**src/sv/atc_pkg.sv**
```systemverilog
`default_nettype none
package atc_pkg;

  localparam int ANGLE_BITS_DEF = 12;
  localparam int FRAC_BITS_DEF  = 16;
  localparam int VAL_W          = 32;
  localparam int PROD_W         = 2 * VAL_W;
  localparam int ACC_W          = PROD_W + 2;
  localparam int DIM            = 4;
  localparam int IDX_W          = 2;
  localparam int CNT_W          = 2 * IDX_W;
  localparam int DRAIN_CYCLES   = 3;

  typedef enum logic [2:0] {
    MODE_IDENT = 3'd0,
    MODE_ROT_X = 3'd1,
    MODE_ROT_Y = 3'd2,
    MODE_ROT_Z = 3'd3,
    MODE_TRANS = 3'd4,
    MODE_SCALE = 3'd5,
    MODE_READ  = 3'd6
  } atc_mode_t;

  typedef enum logic [2:0] {
    ST_IDLE,
    ST_TRIG,
    ST_CALC,
    ST_DRAIN,
    ST_READ
  } atc_state_t;

  typedef struct packed {
    logic ident;
    logic rotate;
    logic issue;
    logic first;
    logic last;
    logic commit;
  } atc_lane_ctl_t;

  typedef struct packed {
    logic             valid;
    logic [IDX_W-1:0] row;
    logic [IDX_W-1:0] col;
    logic             last;
  } atc_emit_t;

endpackage
`default_nettype wire

```
**src/sv/atc_lane.sv**
```systemverilog
`default_nettype none
module atc_lane #(
  parameter int LANE      = 0,
  parameter int FRAC_BITS = atc_pkg::FRAC_BITS_DEF
) (
  input  wire logic                               clk,
  input  wire logic                               rst_n,
  input  wire atc_pkg::atc_lane_ctl_t             ctl,
  input  wire logic signed [atc_pkg::VAL_W-1:0]   n_val,
  output logic signed [atc_pkg::VAL_W-1:0]        head
);
  import atc_pkg::*;

  localparam logic signed [VAL_W-1:0] ONE     = VAL_W'(1) << FRAC_BITS;
  localparam logic signed [VAL_W-1:0] SAT_MAX = {1'b0, {(VAL_W-1){1'b1}}};
  localparam logic signed [VAL_W-1:0] SAT_MIN = {1'b1, {(VAL_W-1){1'b0}}};

  logic signed [VAL_W-1:0]  col_r [DIM];
  logic signed [VAL_W-1:0]  col_nxt [DIM];
  logic signed [VAL_W-1:0]  res_r [DIM];
  logic signed [PROD_W-1:0] prod_r;
  logic signed [ACC_W-1:0]  acc_r;
  logic signed [ACC_W-1:0]  acc_nxt;
  logic signed [ACC_W-1:0]  shifted;
  logic [ACC_W-VAL_W:0]     hi;
  logic signed [VAL_W-1:0]  sat;
  logic                     a_vld_r;
  logic                     a_first_r;
  logic                     a_last_r;
  logic                     b_vld_r;

  assign head = col_r[0];

  always_comb begin
    for (int q = 0; q < DIM; q++) begin
      if (ctl.ident) begin
        col_nxt[q] = (q == LANE) ? ONE : '0;
      end else if (ctl.commit) begin
        col_nxt[q] = res_r[q];
      end else if (ctl.rotate) begin
        col_nxt[q] = col_r[IDX_W'(q + 1)];
      end else begin
        col_nxt[q] = col_r[q];
      end
    end
  end

  assign acc_nxt = (a_first_r ? '0 : acc_r) + {{(ACC_W-PROD_W){prod_r[PROD_W-1]}}, prod_r};

  assign shifted = acc_r >>> FRAC_BITS;
  assign hi      = shifted[ACC_W-1:VAL_W-1];
  assign sat     = (&hi || ~|hi) ? shifted[VAL_W-1:0]
                 : (shifted[ACC_W-1] ? SAT_MIN : SAT_MAX);

  always_ff @(posedge clk) begin
    if (!rst_n) begin
      for (int q = 0; q < DIM; q++) begin
        col_r[q] <= (q == LANE) ? ONE : '0;
      end
      a_vld_r <= 1'b0;
      b_vld_r <= 1'b0;
    end else begin
      for (int q = 0; q < DIM; q++) begin
        col_r[q] <= col_nxt[q];
      end
      a_vld_r <= ctl.issue;
      b_vld_r <= a_vld_r && a_last_r;
    end
  end

  always_ff @(posedge clk) begin
    prod_r    <= n_val * col_r[0];
    a_first_r <= ctl.first;
    a_last_r  <= ctl.last;
    if (a_vld_r) begin
      acc_r <= acc_nxt;
    end
    if (b_vld_r) begin
      for (int q = 0; q < DIM - 1; q++) begin
        res_r[q] <= res_r[q+1];
      end
      res_r[DIM-1] <= sat;
    end
  end

endmodule
`default_nettype wire

```
**config.mk**
```make
export PLATFORM = sky130hd
export DESIGN_NAME = atc_lane
export DESIGN_NICKNAME = d
export VERILOG_FILES = /design/src/sv/atc_pkg.sv /design/src/sv/atc_lane.sv
export SDC_FILE = /design/constraint.sdc
export NUM_CORES = 2
export LEC_CHECK = 0
export BUFFER_PORTS_ARGS = -buffer_cell sky130_fd_sc_hd__buf_2
export CORE_ASPECT_RATIO = 0.6
export CORE_MARGIN = 2
export CORE_UTILIZATION = 40
export DETAILED_ROUTE_END_ITERATION = 10
export MAX_ROUTING_LAYER = met4
export PLACE_DENSITY = 0.64
export SYNTH_ARGS = -nofsm -noshare
export SYNTH_HDL_FRONTEND = slang
export SYNTH_SLANG_ARGS = --single-unit
```
**constraint.sdc**
```tcl
create_clock -name clk -period 8.2 [get_ports clk]
set_input_delay 0.82 -clock clk [delete_from_list [all_inputs] [get_ports clk]]
set_output_delay 0.82 -clock clk [all_outputs]
set_load 0.02 [all_outputs]
```
==> results.json <==
{
  "synth_top_area_share_pct": 40.2,
  "finalCritPeriodShare_pct": 96.9,
  "clkSlewWorstSetupHoldPaths_ns": 0.07,
  "avgSynthCellArea_um2": 9.70,
  "dp_hpwl_mm": 117,
  "synth_seq_cells": 390,
  "regArea_um2": 9770,
  "gp_routability_congestion": 0.926,
  "grt_pass1_vias": 39635,
  "cap_violations": 0,
  "fillers": 12623,
  "die_h_um": 288,
  "grt_pass1_wl_mm": 232,
  "rows": 104,
  "synth.yosys.seq_area_share_pct": 18.1,
  "hold_violations": 0,
  "hold_path_end": "a_first_r",
  "routed_wl_mm": 146,
  "grt_util_met1_pct": 33.3,
  "r2r-end": "prod_r[63]",
  "reg2reg_slack_ns": 0.25,
  "use_met2_pct": 30.5,
  "route.detailed.drc": 0,
  "grt_util_met3_pct": 5.33,
  "hold_depth": 1,
  "synth-async-reset-ratio_pct": 0,
  "fin_skew_ns": 0.0256,
  "crit_path_end_kind": "flip-flop",
  "first_iter_violations": 3089,
  "vias": 37646,
  "setup_violations": 0,
  "io_buffers": 71,
  "max-slew-margin-rel_pct": 24.9,
  "drt_pass1_iterations": 5,
  "cts_tree": "done",
  "regToRegStartpoint": "col_r[0][9]",
  "drive_gt1_share_pct": 8.62,
  "cp-start-kind": "flip-flop",
  "finish.net_count": 7027,
  "antenna_found_initial": 7,
  "grt-ovfl-total": 0,
  "wire_per_inst_um": 19.5,
  "drv_slew": 0,
  "power_leakage_uw": 0.0284,
  "multi_input_area_um2": 38900,
  "synth_area_um2": 53900,
  "die_w_um": 478,
  "dieArea_um2": 138000,
  "status": "finished, final reports clean",
  "core_area_um2": 134000,
  "yosysTopAreaCell": "fa_1",
  "power_density_nw_per_um2": 236,
  "hold_slack_ns": 0.395,
  "synth_edf_count": 194,
  "final.setup.tns_ns": 0,
  "synth_area_leaders": "fa_1 40%, edfxtp_1 11%, dfxtp_1 7.3%",
  "cts.sinks": 390,
  "clk_latency_ns": 0.55,
  "synth_flop_cell": "dfxtp_1",
  "irDropWorstVdd_v": 0.000255,
  "cts_buffer_depth": 3,
  "final_cell_mix": "1,083 x fa_1, 1,044 x inv_1, 538 x nand2_1",
  "layout_commonest_cell": "fa_1",
  "crit_path_frequent_cell": "fa_1",
  "power_uw": 14000,
  "top_usage_layer": "met1",
  "syn_inst": 5556,
  "io_pins": 72,
  "grt.total_usage_pct": 22.2,
  "yosysUniqueCellTypes": 73,
  "cpMaxStageDelayCell": "fa_1",
  "drtAntennaViolNets": 0,
  "path_class": "flip-flop to flip-flop",
  "worst_ep_arrival_time_ns": 8.39,
  "worstPathRequired_ns": 8.64,
  "period_needed_ns": 7.95,
  "numCtsBuffers": 40,
  "start_util_pct": 40.2,
  "postCtsHoldBufs": 0,
  "avgViaCountPerCell": 5.03,
  "synth_nets": 6928,
  "grt_max_degree": 138,
  "slowest_delay_ns": 0.59,
  "rsz0062_at_grt": "no",
  "min_from": "ctl[2]",
  "crit_fanout": 15,
  "ys.warnings.count": 0,
  "fmax_ghz": 0.126,
  "htreeDepth": 2,
  "cts_root_buffer": "clkbuf_16",
  "areaGrowthSynthToFinish_pct": 10.3,
  "reg2reg_depth": 29,
  "max_slew.worst_pin.slew_ns": 1.13,
  "holdCritPathClass": "input port to flip-flop"
}
-- repair_timing --
action | in CTS | in global routing
resized for setup | 0 | 27
setup endpoints to repair | 0 | 10
buffers inserted | 0 | 0
-- critical path, delay by kind of cell, from the launching register on --
family / cells / cell delay [ns]
fa+ha+maj: 9 / 4.45
compound gates: 6 / 1.13
simple gates: 5 / 0.83
buf+inv: 8 / 0.79
flops: 1 / 0.47
mux: 1 / 0.14
-- per-stage QoR --
stage | utilization [%] | std cells | cell area (um^2) | setup slack [ns]
6_report | 44.4 | 7491 | 59500 | 0.254
3_5_place_dp | 43.3 | 7411 | 58000 | -0.345
2_1_floorplan | - | 5556 | 53900 | 0.0536
5_1_grt | 44.4 | 7489 | 59500 | 0.00107
3_3_place_gp | 43.3 | 7411 | 58000 | -0.269
4_1_cts | 44.3 | 7483 | 59300 | 0.195
-- how the worst max path moves through the flow --
stage / from / end / cells after the start
2_1_floorplan: n_val[31] / prod_r[63] / 28
3_3_place_gp: n_val[31] / prod_r[63] / 29
3_5_place_dp: n_val[8] / prod_r[58] / 27
4_1_cts: col_r[0][2] / prod_r[63] / 26
5_1_grt: n_val[8] / prod_r[41] / 29
6_report: col_r[0][9] / prod_r[63] / 29
-- state kept, by name, indices dropped and copies added (netlist names) --
register and cells:
a_last_r 1, res_r 128, b_vld_r 1, a_first_r 1, col_r 128, a_vld_r 1, acc_r 66, prod_r 64
-- where the power goes --
| group | switching (uW) | internal (uW) | total (uW) |
|---|---|---|---|
| sequential | 227 | 2520 | 2740 |
| clock | 778 | 985 | 1760 |
| combinational | 5330 | 4200 | 9530 |
| total | 6330 | 7700 | 14000 |
-- Yosys cell counts (all sizes together) (3+ instances only) --
master	number
o21ai	62
mux2i	129
a221oi	5
nor4	9
a21o	120
a21oi	258
ha	249
a211oi	15
a41oi	3
and4	6
nand4	23
o211ai	13
and3	22
fa	1083
or3	7
a311oi	4
o21a	12
a21boi	6
nor2	331
inv	1044
dfxtp	196
nor2b	81
nand2	538
a31oi	17
buf	42
a22oi	4
clkbuf	287
nand3	30
edfxtp	194
o2111ai	3
and2	529
xnor2	89
nor3	12
o21bai	23
xor2	43
o31ai	4
o211a	5
nand2b	33
-- layout make-up --
type / instances / share of cell area [%]
Clock buffer: 55 / 1.93
Antenna cell: 4 / 0.0168
Timing Repair Buffer: 386 / 5.61
Multi-Input combinational cell: 3793 / 65.5
Inverter: 1044 / 6.59
Sequential cell: 390 / 16.4
Clock inverter: 17 / 0.164
Tap cell: 1802 / 3.79
-- logic make-up (layout without fill, tap and decap cells) --
kind of cell / after synthesis / after routing / synth area share [%]
other: 0 / 4 / 0
muxes: 130 / 130 / 2.42
adders and majority gates: 1332 / 1332 / 46.0
xor gates and xnor gates: 132 / 132 / 2.15
AOI/OAI and AO/OA: 571 / 571 / 6.69
buffers and inverters: 1373 / 1502 / 9.79
and+or+nand+nor: 1628 / 1628 / 14.9
DFF: 390 / 390 / 18.1
-- metal layers --
| layer | part of all wire, % | routed length [um] |
|---|---|---|
| met1 | 48 | 70100 |
| met2 | 40 | 58600 |
| met3 | 10 | 14600 |
| met4 | 1.7 | 2450 |
| met5 | 0 | 0 |
No activity file was read; power rests on OpenSTA's default activity.
