===== config.mk =====
export PLATFORM = sky130hd
export DESIGN_NAME = atc_ctrl
export DESIGN_NICKNAME = d
export VERILOG_FILES = /design/src/sv/atc_pkg.sv /design/src/sv/atc_ctrl.sv
export SDC_FILE = /design/constraint.sdc
export NUM_CORES = 1
export LEC_CHECK = 0
export ABC_CLOCK_PERIOD_IN_PS = 7400
export BUFFER_PORTS_ARGS = -buffer_cell sky130_fd_sc_hd__buf_2
export CORE_MARGIN = 4
export CORE_UTILIZATION = 52
export CTS_BUF_LIST = sky130_fd_sc_hd__clkbuf_4
export DETAILED_ROUTE_END_ITERATION = 8
export PLACE_DENSITY = 0.83
export SLEW_MARGIN = 10
export SYNTH_ARGS = -nofsm -noshare
export SYNTH_HDL_FRONTEND = slang
export SYNTH_SLANG_ARGS = --single-unit

===== constraint.sdc =====
create_clock -name clk -period 7.4 [get_ports clk]
set_clock_uncertainty 0.05 [all_clocks]
set_input_delay 1.48 -clock clk [delete_from_list [all_inputs] [get_ports clk]]
set_output_delay 1.48 -clock clk [all_outputs]
set_load 0.02 [all_outputs]

===== src/sv/atc_pkg.sv =====
`default_nettype none
package atc_pkg;

  localparam int ANGLE_BITS_DEF = 12;
  localparam int FRAC_BITS_DEF  = 16;
  localparam int VAL_W          = 32;
  localparam int PROD_W         = 2 * VAL_W;
  localparam int ACC_W          = PROD_W + 2;
  localparam int DIM            = 4;
  localparam int IDX_W          = 2;
  localparam int CNT_W          = 2 * IDX_W;
  localparam int DRAIN_CYCLES   = 3;

  typedef enum logic [2:0] {
    MODE_IDENT = 3'd0,
    MODE_ROT_X = 3'd1,
    MODE_ROT_Y = 3'd2,
    MODE_ROT_Z = 3'd3,
    MODE_TRANS = 3'd4,
    MODE_SCALE = 3'd5,
    MODE_READ  = 3'd6
  } atc_mode_t;

  typedef enum logic [2:0] {
    ST_IDLE,
    ST_TRIG,
    ST_CALC,
    ST_DRAIN,
    ST_READ
  } atc_state_t;

  typedef struct packed {
    logic ident;
    logic rotate;
    logic issue;
    logic first;
    logic last;
    logic commit;
  } atc_lane_ctl_t;

  typedef struct packed {
    logic             valid;
    logic [IDX_W-1:0] row;
    logic [IDX_W-1:0] col;
    logic             last;
  } atc_emit_t;

endpackage
`default_nettype wire


===== src/sv/atc_ctrl.sv =====
`default_nettype none
module atc_ctrl #(
  parameter int FRAC_BITS = atc_pkg::FRAC_BITS_DEF
) (
  input  wire logic                               clk,
  input  wire logic                               rst_n,
  input  wire logic                               in_valid,
  output logic                                    in_stall,
  input  wire logic [2:0]                         in_mode,
  input  wire logic signed [atc_pkg::VAL_W-1:0]   in_operand_x,
  input  wire logic signed [atc_pkg::VAL_W-1:0]   in_operand_y,
  input  wire logic signed [atc_pkg::VAL_W-1:0]   in_operand_z,
  input  wire logic signed [atc_pkg::VAL_W-1:0]   sin_val,
  input  wire logic signed [atc_pkg::VAL_W-1:0]   cos_val,
  input  wire logic                               out_free,
  output logic                                    trig_cap,
  output logic                                    trig_load,
  output atc_pkg::atc_lane_ctl_t                  lane_ctl,
  output logic signed [atc_pkg::VAL_W-1:0]        n_val,
  output atc_pkg::atc_emit_t                      emit
);
  import atc_pkg::*;

  localparam logic signed [VAL_W-1:0] ONE = VAL_W'(1) << FRAC_BITS;
  localparam logic [CNT_W-1:0] CNT_LAST   = {CNT_W{1'b1}};
  localparam logic [IDX_W-1:0] IDX_LAST   = {IDX_W{1'b1}};

  atc_state_t              state_r;
  atc_state_t              state_nxt;
  logic [CNT_W-1:0]        cnt_r;
  logic [CNT_W-1:0]        cnt_nxt;
  atc_mode_t               mode_in;
  atc_mode_t               mode_r;
  logic signed [VAL_W-1:0] ox_r;
  logic signed [VAL_W-1:0] oy_r;
  logic signed [VAL_W-1:0] oz_r;
  logic                    accept;

  function automatic logic signed [VAL_W-1:0] n_elem(
    input atc_mode_t               mode,
    input logic [CNT_W-1:0]        idx,
    input logic signed [VAL_W-1:0] s,
    input logic signed [VAL_W-1:0] c,
    input logic signed [VAL_W-1:0] x,
    input logic signed [VAL_W-1:0] y,
    input logic signed [VAL_W-1:0] z
  );
    logic signed [VAL_W-1:0] v;
    v = (idx[CNT_W-1:IDX_W] == idx[IDX_W-1:0]) ? ONE : '0;
    case (mode)
      MODE_ROT_X: begin
        if (idx == 4'd5 || idx == 4'd10) v = c;
        if (idx == 4'd6) v = s;
        if (idx == 4'd9) v = -s;
      end
      MODE_ROT_Y: begin
        if (idx == 4'd0 || idx == 4'd10) v = c;
        if (idx == 4'd2) v = -s;
        if (idx == 4'd8) v = s;
      end
      MODE_ROT_Z: begin
        if (idx == 4'd0 || idx == 4'd5) v = c;
        if (idx == 4'd1) v = s;
        if (idx == 4'd4) v = -s;
      end
      MODE_TRANS: begin
        if (idx == 4'd12) v = x;
        if (idx == 4'd13) v = y;
        if (idx == 4'd14) v = z;
      end
      MODE_SCALE: begin
        if (idx == 4'd0) v = x;
        if (idx == 4'd5) v = y;
        if (idx == 4'd10) v = z;
      end
      default: begin
        v = v;
      end
    endcase
    return v;
  endfunction

  assign mode_in = atc_mode_t'(in_mode);
  assign accept  = in_valid && !in_stall;

  always_comb begin
    state_nxt = state_r;
    cnt_nxt   = cnt_r;
    case (state_r)
      ST_IDLE: begin
        if (in_valid) begin
          case (mode_in)
            MODE_ROT_X, MODE_ROT_Y, MODE_ROT_Z, MODE_TRANS, MODE_SCALE: begin
              state_nxt = ST_TRIG;
            end
            MODE_READ: begin
              state_nxt = ST_READ;
            end
            default: begin
              state_nxt = ST_IDLE;
            end
          endcase
          cnt_nxt = '0;
        end
      end
      ST_TRIG: begin
        state_nxt = ST_CALC;
        cnt_nxt   = '0;
      end
      ST_CALC: begin
        cnt_nxt = cnt_r + 1'b1;
        if (cnt_r == CNT_LAST) begin
          state_nxt = ST_DRAIN;
          cnt_nxt   = '0;
        end
      end
      ST_DRAIN: begin
        cnt_nxt = cnt_r + 1'b1;
        if (cnt_r == CNT_W'(DRAIN_CYCLES - 1)) begin
          state_nxt = ST_IDLE;
          cnt_nxt   = '0;
        end
      end
      ST_READ: begin
        if (out_free) begin
          cnt_nxt = cnt_r + 1'b1;
          if (cnt_r == CNT_LAST) begin
            state_nxt = ST_IDLE;
          end
        end
      end
      default: begin
        state_nxt = ST_IDLE;
        cnt_nxt   = '0;
      end
    endcase
  end

  always_comb begin
    in_stall  = 1'b1;
    trig_cap  = 1'b0;
    trig_load = 1'b0;
    lane_ctl  = '0;
    emit      = '0;
    emit.row  = cnt_r[CNT_W-1:IDX_W];
    emit.col  = cnt_r[IDX_W-1:0];
    emit.last = (cnt_r == CNT_LAST);
    n_val     = n_elem(mode_r, cnt_r, sin_val, cos_val, ox_r, oy_r, oz_r);
    case (state_r)
      ST_IDLE: begin
        in_stall       = 1'b0;
        trig_cap       = in_valid;
        lane_ctl.ident = in_valid && (mode_in == MODE_IDENT);
      end
      ST_TRIG: begin
        trig_load = 1'b1;
      end
      ST_CALC: begin
        lane_ctl.issue  = 1'b1;
        lane_ctl.rotate = 1'b1;
        lane_ctl.first  = (cnt_r[IDX_W-1:0] == '0);
        lane_ctl.last   = (cnt_r[IDX_W-1:0] == IDX_LAST);
      end
      ST_DRAIN: begin
        lane_ctl.commit = (cnt_r == CNT_W'(DRAIN_CYCLES - 1));
      end
      ST_READ: begin
        emit.valid      = out_free;
        lane_ctl.rotate = out_free && (cnt_r[IDX_W-1:0] == IDX_LAST);
      end
      default: begin
        in_stall = 1'b1;
      end
    endcase
  end

  always_ff @(posedge clk) begin
    if (!rst_n) begin
      state_r <= ST_IDLE;
      cnt_r   <= '0;
    end else begin
      state_r <= state_nxt;
      cnt_r   <= cnt_nxt;
    end
  end

  always_ff @(posedge clk) begin
    if (accept) begin
      mode_r <= mode_in;
      ox_r   <= in_operand_x;
      oy_r   <= in_operand_y;
      oz_r   <= in_operand_z;
    end
  end

  a_compose_starts: assert property (@(posedge clk) disable iff (!rst_n)
    accept && (mode_in == MODE_ROT_X || mode_in == MODE_ROT_Y || mode_in == MODE_ROT_Z ||
               mode_in == MODE_TRANS || mode_in == MODE_SCALE)
    |=> state_r == ST_TRIG)
    else $error("Update transfer did not start the table lookup.");

  a_commit_timing: assert property (@(posedge clk) disable iff (!rst_n)
    lane_ctl.issue && cnt_r == CNT_LAST |=> ##2 lane_ctl.commit)
    else $error("Matrix commit is not aligned with the lane pipeline.");

  a_read_ends: assert property (@(posedge clk) disable iff (!rst_n)
    emit.valid && emit.last |=> state_r == ST_IDLE && !lane_ctl.rotate)
    else $error("Read burst did not end after its last element.");

  a_read_rotate: assert property (@(posedge clk) disable iff (!rst_n)
    state_r == ST_READ && lane_ctl.rotate |-> emit.valid && emit.col == IDX_LAST)
    else $error("Columns rotated before a row was fully sent.");

endmodule
`default_nettype wire

==> flow_summary.json <==
{
  "outcome": "finished clean",
  "drv_cap": 0,
  "dpl_cell_area_sq_mm": 0.0105,
  "power_density_mw_per_mm2": 217,
  "avgSynthCellArea_sq_um": 7.85,
  "ant_nets": 0,
  "via_count": 11300,
  "finalHoldViolCount": 0,
  "yosysTopAreaCellShare_pct": 31.5,
  "ys_warn_count": 0,
  "yosysSeqAreaShare_pct": 33.0,
  "clock_path_buffers": 2,
  "hold_path_class": "flop to flop",
  "cp-endpoint": "n_val[21]",
  "drive_gt1_share_pct": 22.2,
  "reg2reg_slack_ns": 4.34,
  "worst_setup_path_start_kind": "flop",
  "synthFlopType": "edfxtp_1",
  "timing.rr.end": "state_r[0]",
  "crit_arrival_ns": 4.64,
  "clock_sinks": 106,
  "dp_cells": 1539,
  "slowest_stage": "nor2_1",
  "synth_cells": 1203,
  "core_area_sq_mm": 0.0179,
  "drc": 0,
  "async_flop_share_pct": 0,
  "rr_startpoint": "cnt_r[0]",
  "root_buffer": "clkbuf_4",
  "first_iter_violations": 1996,
  "final_util_pct": 59.8,
  "viasPerCell": 7.26,
  "cts_hold_buffers": 0,
  "wl_mm": 38.7,
  "grt_max_degree": 83,
  "dieArea_sq_mm": 0.0204,
  "dp_hpwl_mm": 26.4,
  "critPathLaunch": "cnt_r[0]",
  "firstDrtPassIters": 7,
  "holdWs_ns": 0.610,
  "cp_max_fo": 21,
  "tightest_slew_ns": 1.18,
  "worst-setup-path-type": "flop to primary output",
  "end_kind": "primary output",
  "initial_core_util_pct": 52.8,
  "synth.largest_area_cell": "edfxtp_1",
  "ff_latch_area_sq_mm": 0.00312,
  "fin_crit_ns": 6.17,
  "syn-num-nets": 1375,
  "synth_edf_count": 99,
  "fin_crit_sh_pct": 83.3,
  "ff2ff_path_depth": 9,
  "numCtsBuffers": 9,
  "fin_setup_tns_ns": 0,
  "cp.required_ns": 5.87,
  "final_area_sq_mm": 0.0107,
  "clk_latency_ns": 0.51,
  "rows": 49,
  "synth_area_leaders": "edfxtp_1, a21oi_1, o21ai_0",
  "cts_tree": "yes",
  "antenna_found_initial": 2,
  "rsz0062_at_grt": "false",
  "die_w_um": 143,
  "syn_area_sq_mm": 0.00945,
  "synth_seq_cells": 106,
  "worstHoldStart": "state_r[2]",
  "yosysMostFrequentCell": "a21oi_1",
  "syn_to_final_growth_pct": 13.3,
  "htreeDepth": 3,
  "fillers": 1630,
  "setup_viol_count_final": 0,
  "fmax_mhz": 162,
  "ioPinCount": 214,
  "port_buffers": 213,
  "wl_per_cell_um": 24.9,
  "final_cells": 1559,
  "postCtsSetupBuffers": 0,
  "crit_chain": "inv_1 > ha_2 > clkinv_1 > nor2_1 > nor2_1 > a211oi_1 > o22ai_1 > a21oi_1 > buf_2",
  "gp_congestion": 1.06,
  "synth_commonest_cells": "a21oi_1, nand2_1, clkbuf_1",
  "cpMostUsedCell": "nor2_1",
  "peakVddDrop_v": 0.000249,
  "max_stage_delay_ns": 1.07,
  "die_h_um": 143,
  "ctsResizeCount": 0,
  "multi_input_area_sq_mm": 0.00580,
  "finalMaxSlewViolations": 0,
  "synth_cell_types": 77,
  "track_usage_pct": 35.9,
  "clk_pin_slew_ns": 0.19,
  "slew_headroom_pct": 20.9,
  "first_global_vias": 10400,
  "grt_overflow": 0,
  "layout.nets": 1493,
  "p_leak_nw": 3.92,
  "grt_pass1_wl_mm": 57.4
}
==> metal layers <==
metal	track usage [%]	up-vias	part of all wire (%)
li1	-	4911	-
met1	47.6	5242	37
met2	54.0	947	43
met3	9.31	221	14
met4	19.0	2	5.8
met5	0	-	0.044
==> sequential cells by signal (all words and copies together) (netlist names) <==
register,flops
mode_r,3
state_r,3
oz_r,32
cnt_r,4
oy_r,32
ox_r,32
==> power by group <==
| group | internal [W] | switching (W) |
|---|---|---|
| registers | 0.000782 | 0.0000721 |
| logic | 0.000397 | 0.000764 |
| clock network | 0.0000845 | 0.000227 |
| total | 0.00126 | 0.00106 |
==> metrics by stage <==
step           power [W]  setup WS, ns
2_1_floorplan    0.00162          1.64
3_3_place_gp     0.00196          1.72
3_5_place_dp     0.00198          1.65
4_1_cts          0.00229          1.39
5_1_grt          0.00244          1.15
6_report         0.00233          1.23
==> how the worst min path moves through the flow <==
stage / slack, ns / cells past startpoint / endpoint
final: 0.61 / 1 / state_r[1]
after global routing: 0.67 / 1 / state_r[1]
after CTS: 0.60 / 2 / state_r[0]
after detailed placement: 0.58 / 2 / state_r[0]
after global placement: 0.56 / 2 / state_r[0]
after floorplan: 0.55 / 2 / state_r[1]
==> cells by family (layout without fill, tap and decap cells) <==
kind of cell,count (synthesis),in the layout,share of synthesized area (%)
other,0,4,0
AND/OR/NAND/NOR,387,387,20.8
multiplexers,8,8,0.901
AO/OA/AOI/OAI,524,524,36.5
adder cells (fa/ha/maj),5,5,0.662
XOR/XNOR,22,22,2.04
flip-flops,106,106,33.0
buffers and inverters,151,274,6.19
==> worst max-delay path, delay by kind of cell (launching register included) <==
kind                     cells  cell delay, ns
AND/OR/NAND/NOR              2            1.38
buffers and inverters        3            1.07
AO/OA/AOI/OAI                3            0.66
adder cells (fa/ha/maj)      1            0.54
flip-flops                   1            0.48
==> cell usage in the layout (no fill, tap or decap), types with 9 or more instances in the layout <==
cell type / instances
buf_2: 213
a21oi_1: 144
nand2_1: 115
o21ai_0: 103
edfxtp_1: 99
nor2_1: 86
a22oi_1: 55
o22ai_1: 36
nor3_1: 35
a221oi_1: 34
nand3_1: 33
buf_4: 27
o211ai_1: 18
xnor2_1: 17
a22o_1: 17
nand3b_1: 16
inv_1: 15
a211oi_1: 15
a221o_1: 11
and2_1: 10
or4_1: 10
nor4_1: 10
or3_1: 9
a222oi_1: 9
clkbuf_4: 9
==> final cells by class <==
cell class	instances	area share [%]
multi-input combinational	946	54.2
sequential	106	29.1
timing repair buffer	240	11.9
tap	229	2.68
clock inverter	7	0.807
clock buffer	9	0.631
inverter	18	0.631
antenna	4	0.0935
Note: power is estimated with default switching activity, not from simulation.
